File: src/rtl/assert_macros.svh
// Assertion helpers shared by the RTL.
`ifndef ASSERT_MACROS_SVH
`define ASSERT_MACROS_SVH

// Same-cycle implication, checked out of reset.
`define ASSERT_IMPLIES(label, clk, rst, ante, cons) \
  label: assert property (@(posedge clk) disable iff (rst) (ante) |-> (cons)) \
    else $error("assertion failed: implication");

// Next-cycle implication, checked out of reset.
`define ASSERT_NEXT(label, clk, rst, ante, cons) \
  label: assert property (@(posedge clk) disable iff (rst) (ante) |=> (cons)) \
    else $error("assertion failed: next-cycle implication");

`endif

File: src/rtl/b58dec_pkg.sv
`timescale 1ns / 1ps
package b58dec_pkg;

  localparam int unsigned FULL_CHARS  = 11;
  localparam int unsigned FULL_BYTES  = 8;
  localparam int unsigned BASE        = 58;
  localparam int unsigned QUEUE_DEPTH = 4;
  localparam int unsigned PTR_W       = $clog2(QUEUE_DEPTH);
  localparam int unsigned CNT_W       = $clog2(QUEUE_DEPTH + 1);

  typedef enum logic [1:0] {
    ST_OK         = 2'd0,
    ST_BAD_SYMBOL = 2'd1,
    ST_BAD_LENGTH = 2'd2,
    ST_OVERFLOW   = 2'd3
  } status_t;

  // One finished block, as handed from the front to the back.
  typedef struct packed {
    logic [63:0] acc;
    logic [3:0]  nbytes;
    status_t     status;
    logic        eom;
  } blk_t;

  typedef struct packed {
    logic       valid;
    logic [5:0] value;
  } digit_t;

  function automatic digit_t digit_of(input logic [7:0] sym);
    digit_t d;
    logic [7:0] v;
    v = 8'd0;
    d.valid = 1'b1;
    if (sym >= 8'h31 && sym <= 8'h39)      v = sym - 8'h31;
    else if (sym >= 8'h41 && sym <= 8'h48) v = sym - 8'h38;
    else if (sym >= 8'h4A && sym <= 8'h4E) v = sym - 8'h39;
    else if (sym >= 8'h50 && sym <= 8'h5A) v = sym - 8'h3A;
    else if (sym >= 8'h61 && sym <= 8'h6B) v = sym - 8'h40;
    else if (sym >= 8'h6D && sym <= 8'h7A) v = sym - 8'h41;
    else d.valid = 1'b0;
    d.value = v[5:0];
    return d;
  endfunction

  // Byte count for a block of n characters; zero marks an invalid length.
  function automatic logic [3:0] bytes_for_len(input logic [3:0] n);
    logic [3:0] b;
    unique case (n)
      4'd2:    b = 4'd1;
      4'd3:    b = 4'd2;
      4'd5:    b = 4'd3;
      4'd6:    b = 4'd4;
      4'd7:    b = 4'd5;
      4'd9:    b = 4'd6;
      4'd10:   b = 4'd7;
      4'd11:   b = 4'd8;
      default: b = 4'd0;
    endcase
    return b;
  endfunction

endpackage

File: src/rtl/b58dec_queue.sv
`timescale 1ns / 1ps
module b58dec_queue (
  input  logic              clk,
  input  logic              rst,
  input  logic              wr,
  input  b58dec_pkg::blk_t  wr_data,
  output logic              full,
  input  logic              rd,
  output logic              rd_valid,
  output b58dec_pkg::blk_t  rd_data
);
  import b58dec_pkg::*;

  blk_t             slots [QUEUE_DEPTH];
  logic [PTR_W-1:0] wr_ptr;
  logic [PTR_W-1:0] rd_ptr;
  logic [CNT_W-1:0] count;

  logic do_wr;
  logic do_rd;

  assign full     = (count == CNT_W'(QUEUE_DEPTH));
  assign rd_valid = (count != '0);
  assign rd_data  = slots[rd_ptr];
  assign do_wr    = wr && !full;
  assign do_rd    = rd && rd_valid;

  always_ff @(posedge clk) begin
    if (do_wr) begin
      slots[wr_ptr] <= wr_data;
    end
  end

  always_ff @(posedge clk) begin
    if (rst) begin
      wr_ptr <= '0;
      rd_ptr <= '0;
      count  <= '0;
    end else begin
      if (do_wr) begin
        wr_ptr <= (wr_ptr == PTR_W'(QUEUE_DEPTH - 1)) ? '0 : wr_ptr + PTR_W'(1);
      end
      if (do_rd) begin
        rd_ptr <= (rd_ptr == PTR_W'(QUEUE_DEPTH - 1)) ? '0 : rd_ptr + PTR_W'(1);
      end
      if (do_wr && !do_rd) begin
        count <= count + CNT_W'(1);
      end else if (do_rd && !do_wr) begin
        count <= count - CNT_W'(1);
      end
    end
  end

endmodule

File: src/rtl/b58dec_front.sv
`timescale 1ns / 1ps
module b58dec_front (
  input  logic              clk,
  input  logic              rst,
  input  logic              accept,
  input  logic [7:0]        symbol,
  input  logic              end_of_message,
  output logic              blk_push,
  output b58dec_pkg::blk_t  blk
);
  import b58dec_pkg::*;

  logic [63:0] accumulator;
  logic        overflow_seen;
  logic [3:0]  chars_in_block;
  logic        bad_symbol_seen;
  logic        discarding;

  digit_t      dig;
  logic [70:0] prod;
  logic [63:0] acc_next;
  logic        ovf_next;
  logic        bad_next;
  logic [3:0]  cnt_next;
  logic        block_end;
  logic [3:0]  nbytes;
  logic [63:0] high_mask;
  status_t     status;

  always_comb begin
    dig       = digit_of(symbol);
    prod      = {7'd0, accumulator} * 71'(BASE) + 71'(dig.value & {6{dig.valid}});
    acc_next  = prod[63:0];
    ovf_next  = overflow_seen || (prod[70:64] != 7'd0);
    bad_next  = bad_symbol_seen || !dig.valid;
    cnt_next  = chars_in_block + 4'd1;
    block_end = (cnt_next == 4'(FULL_CHARS)) || end_of_message;
    nbytes    = bytes_for_len(cnt_next);
    high_mask = ~64'd0 << {nbytes, 3'b000};
    if (nbytes == 4'd0) begin
      status = ST_BAD_LENGTH;
    end else if (bad_next) begin
      status = ST_BAD_SYMBOL;
    end else if (ovf_next) begin
      status = ST_OVERFLOW;
    end else if (nbytes < 4'(FULL_BYTES) && (acc_next & high_mask) != 64'd0) begin
      status = ST_OVERFLOW;
    end else begin
      status = ST_OK;
    end
  end

  assign blk_push   = accept && !discarding && block_end;
  assign blk.acc    = (status == ST_OK) ? acc_next : 64'd0;
  assign blk.nbytes = nbytes;
  assign blk.status = status;
  assign blk.eom    = end_of_message;

  always_ff @(posedge clk) begin
    if (rst) begin
      accumulator     <= '0;
      overflow_seen   <= 1'b0;
      chars_in_block  <= '0;
      bad_symbol_seen <= 1'b0;
      discarding      <= 1'b0;
    end else if (accept) begin
      if (discarding || block_end) begin
        // clear block state at every block end and on every character of a swallowed message
        accumulator     <= '0;
        overflow_seen   <= 1'b0;
        chars_in_block  <= '0;
        bad_symbol_seen <= 1'b0;
        if (discarding) begin
          discarding <= !end_of_message;
        end else begin
          discarding <= (status != ST_OK) && !end_of_message;
        end
      end else begin
        accumulator     <= acc_next;
        overflow_seen   <= ovf_next;
        chars_in_block  <= cnt_next;
        bad_symbol_seen <= bad_next;
      end
    end
  end

endmodule

File: src/rtl/b58dec_back.sv
`timescale 1ns / 1ps
module b58dec_back (
  input  logic              clk,
  input  logic              rst,
  input  logic              q_valid,
  input  b58dec_pkg::blk_t  q_data,
  output logic              q_take,
  output logic              empty,
  input  logic              pop,
  output logic [7:0]        data_byte,
  output logic [1:0]        status,
  output logic              last_of_block,
  output logic              last_of_message
);
  import b58dec_pkg::*;

  blk_t       cur;
  logic       busy;
  logic [2:0] idx;

  logic       is_last;
  logic [3:0] sel_full;
  logic [2:0] sel;
  logic       popped;

  always_comb begin
    sel_full = cur.nbytes - 4'd1 - {1'b0, idx};
    sel      = sel_full[2:0];
    is_last  = (cur.status != ST_OK) || ({1'b0, idx} == cur.nbytes - 4'd1);
  end

  assign popped          = pop && busy;
  assign q_take          = q_valid && (!busy || (popped && is_last));
  assign empty           = !busy;
  assign data_byte       = (cur.status == ST_OK) ? cur.acc[{sel, 3'b000} +: 8] : 8'd0;
  assign status          = cur.status;
  assign last_of_block   = is_last;
  assign last_of_message = is_last && cur.eom;

  always_ff @(posedge clk) begin
    if (q_take) begin
      cur <= q_data;
    end
  end

  always_ff @(posedge clk) begin
    if (rst) begin
      busy <= 1'b0;
      idx  <= '0;
    end else if (q_take) begin
      busy <= 1'b1;
      idx  <= '0;
    end else if (popped) begin
      if (is_last) begin
        busy <= 1'b0;
      end else begin
        idx <= idx + 3'd1;
      end
    end
  end

endmodule

File: src/rtl/base58_block_decoder.sv
`timescale 1ns / 1ps
`include "assert_macros.svh"
// Streaming base58 block decoder. Feed the encoded text one character per
// word on symbol, with end_of_message high on its final character; a new
// character is taken every cycle while full is low. Characters group into
// blocks of 11, each folded in as acc*58+digit by one constant multiply-add
// per cycle in the front end. A full block yields 8 big-endian bytes, a final
// short block of 2, 3, 5, 6, 7, 9 or 10 characters yields 1 to 7 bytes, and a
// failing block yields one error word (status 1 bad symbol, 2 bad final
// length, 3 overflow, data_byte zero) after which input is swallowed up to
// end_of_message. Finished blocks wait in a four-entry queue and the back end
// hands out one byte per cycle while pop is high, so the sustained rate is one
// character per cycle in and at most one word per cycle out; the first byte of
// a block shows on the result ports once the block has been written into the
// queue and then loaded into the back end's block register. full rises only
// when the consumer stalls long enough for four blocks to stack up behind the
// one being handed out. Bytes already delivered from earlier blocks of a
// failing message stand; drop them downstream.
module base58_block_decoder (
  input  logic       clk,
  input  logic       rst,
  input  logic       push,
  output logic       full,
  input  logic [7:0] symbol,
  input  logic       end_of_message,
  output logic       empty,
  input  logic       pop,
  output logic [7:0] data_byte,
  output logic [1:0] status,
  output logic       last_of_block,
  output logic       last_of_message
);
  import b58dec_pkg::*;

  logic accept;
  logic blk_push;
  blk_t blk;
  logic q_valid;
  blk_t q_data;
  logic q_take;

  // accept a character only when the queue can hold a finished block
  assign accept = push && !full;

  b58dec_front u_front (
    .clk            (clk),
    .rst            (rst),
    .accept         (accept),
    .symbol         (symbol),
    .end_of_message (end_of_message),
    .blk_push       (blk_push),
    .blk            (blk)
  );

  b58dec_queue u_queue (
    .clk      (clk),
    .rst      (rst),
    .wr       (blk_push),
    .wr_data  (blk),
    .full     (full),
    .rd       (q_take),
    .rd_valid (q_valid),
    .rd_data  (q_data)
  );

  b58dec_back u_back (
    .clk             (clk),
    .rst             (rst),
    .q_valid         (q_valid),
    .q_data          (q_data),
    .q_take          (q_take),
    .empty           (empty),
    .pop             (pop),
    .data_byte       (data_byte),
    .status          (status),
    .last_of_block   (last_of_block),
    .last_of_message (last_of_message)
  );

  // an error word always closes its block
  `ASSERT_IMPLIES(a_err_is_last, clk, rst, !empty && status != ST_OK, last_of_block)
  // a message never ends in the middle of a block
  `ASSERT_IMPLIES(a_lom_is_lob, clk, rst, !empty && last_of_message, last_of_block)
  // more bytes of the same block follow a popped inner byte
  `ASSERT_NEXT(a_block_continues, clk, rst, pop && !empty && !last_of_block, !empty)
  // the front never pushes a block into a full queue
  `ASSERT_IMPLIES(a_no_push_full, clk, rst, blk_push, !full)

endmodule

File: config.mk
export PLATFORM = sky130hd
export DESIGN_NAME = base58_block_decoder
export DESIGN_NICKNAME = d
export VERILOG_FILES = /design/src/rtl/b58dec_pkg.sv /design/src/rtl/b58dec_queue.sv /design/src/rtl/b58dec_front.sv /design/src/rtl/b58dec_back.sv /design/src/rtl/base58_block_decoder.sv
export VERILOG_INCLUDE_DIRS = /design/src /design/src/rtl
export SDC_FILE = /design/constraint.sdc
export NUM_CORES = 1
export LEC_CHECK = 0
export BUFFER_PORTS_ARGS = -buffer_cell sky130_fd_sc_hd__buf_2
export CORE_MARGIN = 3
export CORE_UTILIZATION = 40
export CTS_BUF_LIST = sky130_fd_sc_hd__clkbuf_4
export CTS_CLUSTER_SIZE = 24
export DETAILED_ROUTE_END_ITERATION = 7
export PLACE_DENSITY = 0.53
export SLEW_MARGIN = 15
export SYNTH_ARGS = -nofsm -noshare
export SYNTH_HDL_FRONTEND = slang
export SYNTH_SLANG_ARGS = --single-unit
File: constraint.sdc
create_clock -name clk -period 8.1 [get_ports clk]
set_input_delay 1.215 -clock clk [delete_from_list [all_inputs] [get_ports clk]]
set_output_delay 1.215 -clock clk [all_outputs]
set_load 0.005 [all_outputs]
== Word-level counts from Yosys, hierarchy flattened ==
Memories as Yosys holds them, arrays and structs flattened. A register that Yosys moved wholly into a read port is not among the register bits.
Cells that the tools add are included.

* Bits in registers: 82
* Latch bits: 0
* RAM bits: 284
* Memory bits (read-only): 64
* Memories: 2

{| class="wikitable"
|+ Memory list
! name !! words !! width !! rd ports !! clocked after Yosys merged registers in !! write ports !! line !! text
|-
| u_queue.slots || 4 || 71 || 1 || 1 || 1 || b58dec_queue.sv:14 || <nowiki>blk_t slots [QUEUE_DEPTH];</nowiki>
|-
| (name not given) || 16 || 4 || 1 || 0 || 0 || b58dec_pkg.sv:50 || <nowiki>unique case (n)</nowiki>
|}

* Add/subtract/negate cells: 15
* Multiply operators: 1
* Divide/modulo/power cells: 0
* Order comparisons: 13
* Eq/ne operators: 5
* Shift operators: 2
* Multiplexer cells: 32
* Bitwise gates (word level): 3
* Reduce and logical (&&, ||, !) cells: 47

{| class="wikitable"
|+ Operators with widths
! cell !! number
|-
| 2-to-1 mux 64 bit || 2
|-
| adder 70 x 71 -> 71 bit || 1
|-
| multiplier 64 x 5 -> 69 bit (second input constant) || 1
|-
| bitwise AND 64 bit || 1
|-
| nonzero test 64 bit || 1
|-
| variable part select 64 x 7 -> 8 bit || 1
|-
| << shifter 64 x 7 -> 64 bit (first input constant) || 1
|-
| greater-or-equal comparator 8 x 7 -> 1 bit (second input constant) || 5
|-
| <= comparator 8 x 7 -> 1 bit (second input constant) || 5
|-
| 2-to-1 mux 6 bit || 6
|-
| subtractor 6 bit (second input constant) || 4
|-
| logical AND 1 bit || 19
|-
| 2-to-1 mux 1 bit || 14
|-
| 2-to-1 mux 2 bit || 6
|-
| subtractor 6 x 1 -> 6 bit (second input constant) || 2
|-
| nonzero test 2 bit || 5
|-
| greater-or-equal comparator 8 x 6 -> 1 bit (second input constant) || 1
|-
| <= comparator 8 x 6 -> 1 bit (second input constant) || 1
|-
| 2-to-1 mux 8 bit || 1
|-
| zero test 1 bit || 7
|-
| nonzero test 7 bit || 1
|-
| adder 3 x 1 -> 3 bit (second input constant) || 2
|-
| bitwise AND 6 bit || 1
|-
| logical OR 1 bit || 6
|-
| other kinds (18) || 24
|}

== Depth between registers and ports, before layout ==
Gate-level depths: netlist of run 1.

* Word-level depth: 20
* Mapped depth: 30
* Mapped depth without buffers: 28

== Modules after synthesis ==
From an unflattened synthesis of run 1, not the netlist that was laid out.

* Cells, all modules: 2663
* Area total of the unflattened synthesis: 29812.3 um^2

{| class="wikitable"
|+ By module, submodules not included
! module !! times used !! cells each !! area each (um^2) !! sequential area each (um^2)
|-
| b58dec_front || 1 || 2084 || 15975.3 || 1421.4
|-
| b58dec_queue || 1 || 421 || 10747.8 || 8708.4
|-
| b58dec_back || 1 || 157 || 3075.4 || 2212.1
|-
| base58_block_decoder || 1 || 1 || 13.8 || 0.0
|}

== Worst setup path after synthesis of run 1 ==
OpenSTA, ideal clock, no wires.

* Kind: in2reg
* Start point: in symbol[4]
* End point: mem u_queue.slots[0][35] (netlist bit), data pin
* Library setup time: 0.269 ns
* Arrival time: 7.109 ns
* Data required time: 7.831 ns
* Slack: 0.722 ns
* Stages on the path: 29
* Path through: clkbuf_1 inv_1 ha_1 nor4b_1 a21o_1 a21oi_1 nand2_1 nor3_1 nor2_1 o21ai_0 ha_1 inv_1 fa_1 nor2b_1 o31ai_1 a21oi_1 nand2_1 nor4_4 nand2_2 nor4_4 nand4_4 nor4_1 mux2_1 a21oi_1 nor3_1 o2111a_1 a31oi_4 buf_6 nor3b_2

{| class="wikitable"
|+ RTL lines
! what !! line !! text
|-
| start, declared || base58_block_decoder.sv:24 || <nowiki>input logic [7:0] symbol,</nowiki>
|-
| end, declared || b58dec_queue.sv:14 ||
|}

==> reports/qor.log, run 1 <==
qor: min_path.hold_depth 2
qor: yosys.multiplexer_share_of_the_synthesized_area 7.54%
qor: timing.slew_violations 0
qor: critical_path.setup_crit_end_kind flop
qor: clocking.clock-sinks 437
qor: floorplanning.core-area 0.0722 mm²
qor: global_route.grt_antenna_before_repair 3
qor: yosys.synth_adder_area_share 15.7%
qor: global_route.grt_usage 21.4%
qor: critical_path.critical_path_arrival 8.25 ns
qor: global_route.vias_in_the_first_global_route 21.7k
qor: yosys.synth_xor_area_share 3.50%
qor: critical_path.crit_fanout 17
qor: floorplanning.die_h 278 µm
qor: clocking.cts-htree-levels 3
qor: critical_path.criticalPathCategory flop to flop
qor: clocking.cts_buffers 117
qor: finish.finalCoreUtilization 44.9%
qor: route.routed_wire_length_per_instance 22.2 µm
qor: timing.rsz_0062_raised_after_global_routing no
qor: global_route.grt.overflow.total 0
qor: status.run_status complete, no violations
qor: global_route.grt_pass1_wl 128000 µm
qor: yosys.synth-async-reset-ratio 0%
qor: clocking.cts_buffer_depth 3
qor: place.dpl_cell_area 0.0309 mm²
qor: critical_path.critPathSlowestCell sky130_fd_sc_hd__a311oi_1
qor: min_path.holdPathEnd u_front.chars_in_block[2]$_SDFFE_PP0P_
qor: route.ant_nets 0
qor: yosys.syn_avg_cell_area 11.4 µm²
qor: critical_path.startpoint_kind_of_the_worst_setup_timing_path flop
qor: timing.slew_limit_headroom 22.6%
qor: flow_run.cap_violations 0
qor: finish.drive_above_1_share 18.8%
qor: yosys.synth_compound_area_share 11.1%
qor: critical_path.reg2reg_from u_front.accumulator[5]$_SDFFE_PP0P_
qor: critical_path.crit-reg2reg-capture u_queue.slots[3][22]$_DFFE_PP_
qor: clocking.clk_root_buffer_cell sky130_fd_sc_hd__clkbuf_4
qor: route.detailedRoute.firstIterationViolations 1596
qor: timing.timing.final.hold_violations 0
qor: finish.layout.cells.most_common_list sky130_fd_sc_hd__edfxtp_1 (355), sky130_fd_sc_hd__inv_1 (242), sky130_fd_sc_hd__nor2_1 (183)
qor: clocking.post_cts.repair.setup_buffers 0
qor: floorplanning.dieArea 0.0770 mm²
qor: yosys.netlist_area 0.0295 mm²
qor: timing.finalSetupViolations 0
qor: yosys.synth_fp_nets 2903
qor: timing.fin_worst_skew 0.0883 ns
qor: timing.timing.setup.tns 0 ns
qor: floorplanning.io_pins 27
qor: floorplanning.floorplan.die.width 278 µm
qor: yosys.postSynthCellCount 2595
qor: floorplanning.floorplan.initialDensity 40.8%
qor: yosys.dominantRegCellSynth sky130_fd_sc_hd__edfxtp_1
qor: critical_path.worst-path-buf-inv 3
qor: route.detailedRoute.firstPassIterationCount 5
qor: finish.finish.net_count 3003
qor: finish.final_area 0.0324 mm²
qor: route.detail_route.wirelength 82900 µm
qor: finish.synthToLayoutAreaGrowth 10.0%
qor: pwr.design_power_total 6.52 mW
qor: pwr.powerDensity 201 mW/mm²
qor: pwr.power.ir.vdd_worst 0.000626 V
qor: timing.tmin_final 7.65 ns
qor: min_path.hold_class flop to flop
qor: timing.hold_slack 0.514 ns
qor: route.route.vias.total 21.2k
qor: clocking.tritoncts built
qor: yosys.synth_edf_count 355
qor: critical_path.critical_path.top_delay_family simple AND/OR/NAND/NOR gates
qor: route.number_of_vias_per_cell_after_detailed_routing 5.69
qor: critical_path.cp_slowest_stage_delay 0.66 ns
qor: finish.fill_cells 6732
qor: place.detailedPlacementHpwl 60600 µm
qor: clocking.clk_pin_slew_worst_paths 0.06 ns
qor: timing.tightest_slew 1.15 ns
qor: yosys.synth-seq-area-share 41.7%
qor: critical_path.timing.critical_path.required 8.69 ns
qor: pwr.power.leakage 13.0 nW
qor: global_route.grt_start_max_net_pins 77
qor: yosys.synth_simple_gate_area_share 15.2%
qor: finish.mostFrequentLayoutCell sky130_fd_sc_hd__edfxtp_1
qor: min_path.hold_start u_front.chars_in_block[2]$_SDFFE_PP0P_
qor: route.remaining_drc_errors 0
qor: yosys.library_cells_used_by_synthesis 106
qor: clocking.worst_skew_pair.late_latency 0.88 ns
qor: critical_path.r2r_setup_slack 0.45 ns
qor: place.place_congestion 0.952
qor: place.placement.io_buffers 26
qor: timing.timing.fmax 131 MHz
qor: yosys.synth_top_family_by_area adder cells
qor: yosys.ys_warn_count 0
qor: critical_path.r2r_cells 22
qor: timing.final.period_utilization 94.5%
qor: floorplanning.rows 98
qor: yosys.postSynthRegisterBits 437
qor: critical_path.worstPathCellList inv_1, fa_1, inv_1, ha_1, fa_1, ha_1, o211ai_2, o211ai_1, nand4_1, a311oi_1, a21boi_0, xor2_1, nor4_2, nand3_1, or3_4, nor2_1, xor2_1, nor4_1, o2111a_1, a31oi_4, buf_12, nor3_2
metal layers:
| metal | part of all wire [%] | GRT usage (%) | vias to the layer above |
|---|---|---|---|
| li1 | - | - | 9843 |
| met1 | 47 | 31.2 | 10701 |
| met2 | 46 | 33.7 | 576 |
| met3 | 4.9 | 2.63 | 120 |
| met4 | 2.3 | 6.13 | 0 |
| met5 | 0 | 0 | - |
final cells by class:
class                           count  area (µm²)  share of cell area (%)
Antenna cell                        3        7.51                  0.0231
Clock buffer                      169        1270                    3.91
Clock inverter                     37         211                   0.652
Inverter                          242         908                    2.80
Multi-Input combinational cell   1789       15700                    48.5
Sequential cell                   437       12300                    37.9
Tap cell                          950        1190                    3.66
Timing Repair Buffer              108         808                    2.49
stage by stage:
step	setup WS (ns)	instances
after floorplan	0.722	2595
after global placement	0.0737	3526
after detailed placement	-0.198	3526
after CTS	0.316	3732
after global routing	0.00892	3734
final	0.446	3735
synth_stat cells, types with 25 or more instances:
| master | instances | area, µm² |
|---|---|---|
| sky130_fd_sc_hd__edfxtp_1 | 355 | 10700 |
| sky130_fd_sc_hd__fa_1 | 126 | 2520 |
| sky130_fd_sc_hd__dfxtp_1 | 82 | 1640 |
| sky130_fd_sc_hd__xor2_1 | 44 | 385 |
| sky130_fd_sc_hd__o21ai_0 | 70 | 350 |
| sky130_fd_sc_hd__nor2_1 | 183 | 687 |
| sky130_fd_sc_hd__nor2b_1 | 34 | 213 |
| sky130_fd_sc_hd__inv_1 | 242 | 908 |
| sky130_fd_sc_hd__nand2_1 | 155 | 582 |
| sky130_fd_sc_hd__o22ai_1 | 30 | 188 |
| sky130_fd_sc_hd__nor3_2 | 50 | 500 |
| sky130_fd_sc_hd__clkbuf_1 | 52 | 195 |
| sky130_fd_sc_hd__a22oi_1 | 25 | 188 |
| sky130_fd_sc_hd__buf_2 | 42 | 210 |
| sky130_fd_sc_hd__nor4_1 | 28 | 175 |
| sky130_fd_sc_hd__mux4_2 | 87 | 1960 |
| sky130_fd_sc_hd__nand3_1 | 41 | 205 |
| sky130_fd_sc_hd__ha_1 | 169 | 2110 |
| sky130_fd_sc_hd__nor3_1 | 63 | 315 |
| sky130_fd_sc_hd__nand4_1 | 61 | 382 |
| sky130_fd_sc_hd__a21oi_1 | 147 | 736 |
| sky130_fd_sc_hd__xnor2_1 | 72 | 631 |
| sky130_fd_sc_hd__a21o_1 | 29 | 218 |
report_power, final:
group          internal [mW]  switching, mW  leakage, nW
sequential              2.78          0.140         4.27
clock                  0.993          0.944        0.889
combinational          0.699          0.961         7.83
how the worst max path moves through the flow:
stage                                         start                              to  depth (start not counted)
6_report        u_front.accumulator[5]$_SDFFE_PP0P_  u_queue.slots[3][22]$_DFFE_PP_                         22
2_1_floorplan                             symbol[4]  u_queue.slots[0][35]$_DFFE_PP_                         29
3_3_place_gp                              symbol[2]  u_queue.slots[0][48]$_DFFE_PP_                         27
4_1_cts        u_front.accumulator[11]$_SDFFE_PP0P_  u_queue.slots[1][44]$_DFFE_PP_                         22
3_5_place_dp                              symbol[2]  u_queue.slots[2][48]$_DFFE_PP_                         26
5_1_grt        u_front.accumulator[11]$_SDFFE_PP0P_  u_queue.slots[3][22]$_DFFE_PP_                         22
flip-flops by register name, indices dropped and copies added, names as in the netlist:
signal and count:
u_queue.count 3, u_back.cur 69, u_queue.wr_ptr 2, u_front.discarding 1
u_front.overflow_seen 1, u_back.busy 1, u_front.chars_in_block 4, u_front.accumulator 64
u_queue.slots 284, u_front.bad_symbol_seen 1, u_back.idx 3, u_back.status 2
u_queue.rd_ptr 2
cell families (layout without fill, tap and decap cells):
group / count (synthesis) / count (layout)
xor gates and xnor gates: 117 / 117
and+or+nand+nor: 777 / 777
DFF: 437 / 437
buffers and inverters: 369 / 556
other: 0 / 3
muxes: 113 / 113
adders and majority gates: 295 / 295
AOI/OAI and AO/OA: 487 / 487
worst min-delay path: stages, from the launching register on:
cell and delay [ns]:
sky130_fd_sc_hd__dfxtp_1 0.35, sky130_fd_sc_hd__nand2_1 0.07, sky130_fd_sc_hd__a21oi_1 0.05
repair_timing:
| action | 4_1_cts | 5_1_grt |
|---|---|---|
| resized for setup | 0 | 7 |
| hold buffers | 0 | 0 |
| endpoints found under the setup margin | 0 | 256 |
Power figures use the tool's default switching activity.
==> run 2: changes to the inputs <==
- ABC_AREA: unset -> 1
==> reports/qor.log, run 2 <==
qor: timing.fin_worst_skew 0.152 ns [+0.0639 ns]
qor: yosys.synth_adder_area_share 14.6% [-1.1 points]
qor: route.routed_wire_length_per_instance 19.0 µm [-14%]
qor: finish.layout_top_registers u_queue.slots: 284 flops, u_back.cur: 69 flops, u_front.accumulator: 64 flops
qor: critical_path.cp_slowest_stage_delay 0.53 ns [-0.13 ns]
qor: finish.max_flop_register u_queue.slots
qor: finish.drive_above_1_share 10.3% [-8.5 points]
qor: pwr.powerDensity 208 mW/mm² [+3.6%]
qor: route.detailedRoute.firstPassIterationCount 5 [unchanged]
qor: critical_path.critPathLaunch u_front.accumulator[21]$_SDFFE_PP0P_
qor: global_route.grt_usage 24.5% [+3.1 points]
qor: critical_path.worst_path_most_repeated_cell sky130_fd_sc_hd__nand2_1
qor: min_path.hold_class flop to flop
qor: yosys.syn_avg_cell_area 7.75 µm² [-32%]
qor: pwr.power.leakage 16.0 nW [+23%]
qor: critical_path.crit_fanout 46 [+29]
qor: status.run_status complete, no violations
qor: flow_run.cap_violations 0 [unchanged]
qor: floorplanning.floorplan.die.width 288 µm [+3.7%]
qor: finish.finish.net_count 4489 [+49%]
qor: clocking.post_cts.repair.setup_buffers 0 [unchanged]
qor: min_path.hold_start u_back.idx[2]$_SDFFE_PP0P_
qor: yosys.synthDominantAreaCellType sky130_fd_sc_hd__edfxtp_1
qor: global_route.grt_pass1_wl 154000 µm [+20%]
qor: critical_path.criticalPathCategory flop to flop
qor: critical_path.setup_crit_end_kind flop
qor: route.detailedRoute.firstIterationViolations 2323 [+46%]
qor: pwr.total_switching_power 2.73 mW [+34%]
qor: finish.layout.cells.most_common_list sky130_fd_sc_hd__nand2_1 (1146), sky130_fd_sc_hd__inv_1 (666), sky130_fd_sc_hd__nor2_1 (456)
qor: clocking.clk_pin_slew_worst_paths 0.07 ns [about the same]
qor: place.detailedPlacementHpwl 77400 µm [+28%]
qor: floorplanning.core-area 0.0780 mm² [+8.0%]
qor: yosys.postSynthRegisterBits 437 [unchanged]
qor: yosys.library_cells_used_by_synthesis 55 [-48%]
qor: yosys.synth_compound_area_share 8.38% [-2.7 points]
qor: critical_path.critPathSlowestCell sky130_fd_sc_hd__fa_1
qor: finish.synthToLayoutAreaGrowth 9.21%
qor: pwr.design_power_total 7.22 mW [+11%]
qor: global_route.grt.overflow.total 0 [unchanged]
qor: critical_path.timing.critical_path.required 8.70 ns [about the same]
qor: clocking.cts_resized 0 [unchanged]
qor: critical_path.startpoint_kind_of_the_worst_setup_timing_path flop
qor: clocking.worst_skew_pair.late_latency 0.95 ns [+0.07 ns]
qor: global_route.grt_antenna_before_repair 2 [-1]
qor: route.remaining_drc_errors 0 [unchanged]
qor: yosys.synth-async-reset-ratio 0% [unchanged]
qor: route.detail_route.wirelength 101000 µm [+22%]
qor: yosys.yosysTopAreaCellShare 33.6% [-2.6 points]
qor: timing.timing.setup.tns 0 ns [unchanged]
qor: clocking.cts_buffer_depth 3 [unchanged]
qor: yosys.dominantRegCellSynth sky130_fd_sc_hd__edfxtp_1
qor: pwr.portion_of_total_power_attributed_to_the_clock_network 28.1% [-1.6 points]
qor: yosys.synth_simple_gate_area_share 27.8% [+13 points]
qor: route.route.vias.total 27.0k [+27%]
qor: finish.largest_reg_flops 284 [unchanged]
qor: clocking.cts-htree-levels 3 [unchanged]
qor: yosys.synth-seq-area-share 38.8% [-3.0 points]
qor: floorplanning.die_h 288 µm [+3.7%]
qor: yosys.netlist_top_cells_area sky130_fd_sc_hd__edfxtp_1 (34%), sky130_fd_sc_hd__nand2_1 (14%), sky130_fd_sc_hd__fa_1 (7.9%)
qor: timing.timing.final.hold_violations 0 [unchanged]
qor: yosys.synth_top_family_by_area simple AND/OR/NAND/NOR gates
qor: pwr.combPwrFrac 31.6% [+6.1 points]
qor: timing.slew_limit_headroom 31.9% [+9.3 points]
qor: route.number_of_vias_per_cell_after_detailed_routing 5.08 [-11%]
qor: timing.tightest_slew 1.02 ns [-0.132 ns]
qor: yosys.netlist_top_cells_count sky130_fd_sc_hd__nand2_1 (1146), sky130_fd_sc_hd__inv_1 (669), sky130_fd_sc_hd__nor2_1 (462)
qor: route.ant_nets 0 [unchanged]
qor: timing.rsz_0062_raised_after_global_routing no
qor: timing.slew_violations 0 [unchanged]
qor: timing.tmin_final 7.20 ns [-0.458 ns]
qor: timing.hold_slack 0.464 ns [-0.0510 ns]
qor: floorplanning.rows 102 [+4.1%]
qor: yosys.ys_warn_count 0 [unchanged]
qor: timing.timing.fmax 139 MHz [+6.4%]
qor: yosys.synth.most_common_cell sky130_fd_sc_hd__nand2_1
qor: clocking.tritoncts built
qor: global_route.grt_start_max_net_pins 95 [+23%]
qor: pwr.seq_power_share 40.3% [-4.5 points]
qor: timing.finalSetupViolations 0 [unchanged]
qor: clocking.clock-sinks 437 [unchanged]
qor: pwr.switching_fraction 37.9% [+6.5 points]
qor: global_route.vias_in_the_first_global_route 26.1k [+20%]
qor: place.place_congestion 0.994 [+4.4%]
qor: critical_path.reg2reg_from u_front.accumulator[21]$_SDFFE_PP0P_
qor: clocking.cts_hold_buffers 0 [unchanged]
qor: floorplanning.dieArea 0.0828 mm² [+7.5%]
qor: critical_path.critical_path_arrival 7.80 ns [-0.45 ns]
qor: floorplanning.io_pins 27 [unchanged]
qor: pwr.power.ir.vdd_worst 0.000193 V [-69%]
qor: clocking.clk_root_buffer_cell sky130_fd_sc_hd__clkbuf_4
qor: floorplanning.floorplan.initialDensity 40.7% [-0.13 points]
qor: yosys.netlist_area 0.0317 mm² [+7.6%]
qor: yosys.synth_fp_nets 4402 [+52%]
qor: yosys.multiplexer_share_of_the_synthesized_area 0% [-7.5 points]
qor: pwr.cellInternalPower 4.49 mW [+0.25%]
qor: timing.final.period_utilization 88.8% [-5.7 points]
qor: place.placement.io_buffers 26 [unchanged]
qor: yosys.synth_edf_count 355 [unchanged]
qor: finish.mostFrequentLayoutCell sky130_fd_sc_hd__nand2_1
qor: yosys.postSynthCellCount 4094 [+58%]
qor: yosys.synth_xor_area_share 0.962% [-2.5 points]
qor: clocking.cts_buffers 118 [+0.85%]
run 2: cell count changes after synthesis, sizes merged, moves of 87 or more:
cell	delta
nand2	+1037
inv	+455
nor2	+358
nand3	+180
o21ai	+121
mux4	-87
run 2: worst max-delay path, delay by kind of cell, from the launching register on:
family                   cells  cell delay (ns)
buffers and inverters        4             0.76
flip-flops                   1             0.50
AO/OA/AOI/OAI                1             0.33
AND/OR/NAND/NOR             20             3.48
adder cells (fa/ha/maj)      4             1.74
run 2: power groups by stage:
stage | clock network (mW) | logic, mW | registers (mW)
after floorplan | 0 | 1.50 | 2.95
after global placement | 0 | 2.31 | 2.96
after detailed placement | 0 | 2.31 | 2.96
after CTS | 2.09 | 2.32 | 2.91
after global routing | 2.22 | 2.56 | 2.94
final | 2.03 | 2.28 | 2.91
run 2: kinds of logic after synthesis:
| group | count (synthesis) |
|---|---|
| AOI/OAI and AO/OA | 479 |
| xor gates and xnor gates | 34 |
| adders and majority gates | 295 |
| buffers and inverters | 789 |
| DFF | 437 |
| and+or+nand+nor | 2060 |
run 2: final timing paths:
| path | to | slack, ns | cells past startpoint |
|---|---|---|---|
| max reg2reg | u_queue.slots[2][53]$_DFFE_PP_ | 0.90 | 29 |
| min reg2reg | u_back.idx[2]$_SDFFE_PP0P_ | 0.46 | 2 |
| min | u_back.idx[2]$_SDFFE_PP0P_ | 0.46 | 2 |
| max | u_queue.slots[2][53]$_DFFE_PP_ | 0.90 | 29 |
run 2: through the flow:
step / setup WS, ns / utilization, % / area, µm² / std cells
4_1_cts: 0.893 / 44.4 / 34700 / 5303
3_3_place_gp: 0.841 / 42.5 / 33100 / 5101
5_1_grt: 0.473 / 44.4 / 34700 / 5305
6_report: 0.904 / 44.5 / 34700 / 5306
3_5_place_dp: 0.830 / 42.5 / 33100 / 5101
2_1_floorplan: 1.91 / - / 31700 / 4094
run 2: cell type report:
type	instances	area (µm²)
timing repair buffer	55	398
multi-input combinational	2868	16500
clock inverter	38	299
inverter	701	2640
tap	1040	1300
clock buffer	164	1230
antenna	3	7.51
fill	8039	43300
sequential	437	12300
run 2: per-layer routing:
layer	track usage (%)	routed length, µm	vias up	share of wire, %
met4	7.00	2600	0	2.6
met2	38.5	44600	772	44
met5	0	0	-	0
li1	-	-	13351	-
met3	3.39	5600	128	5.6
met1	35.2	47900	12707	48
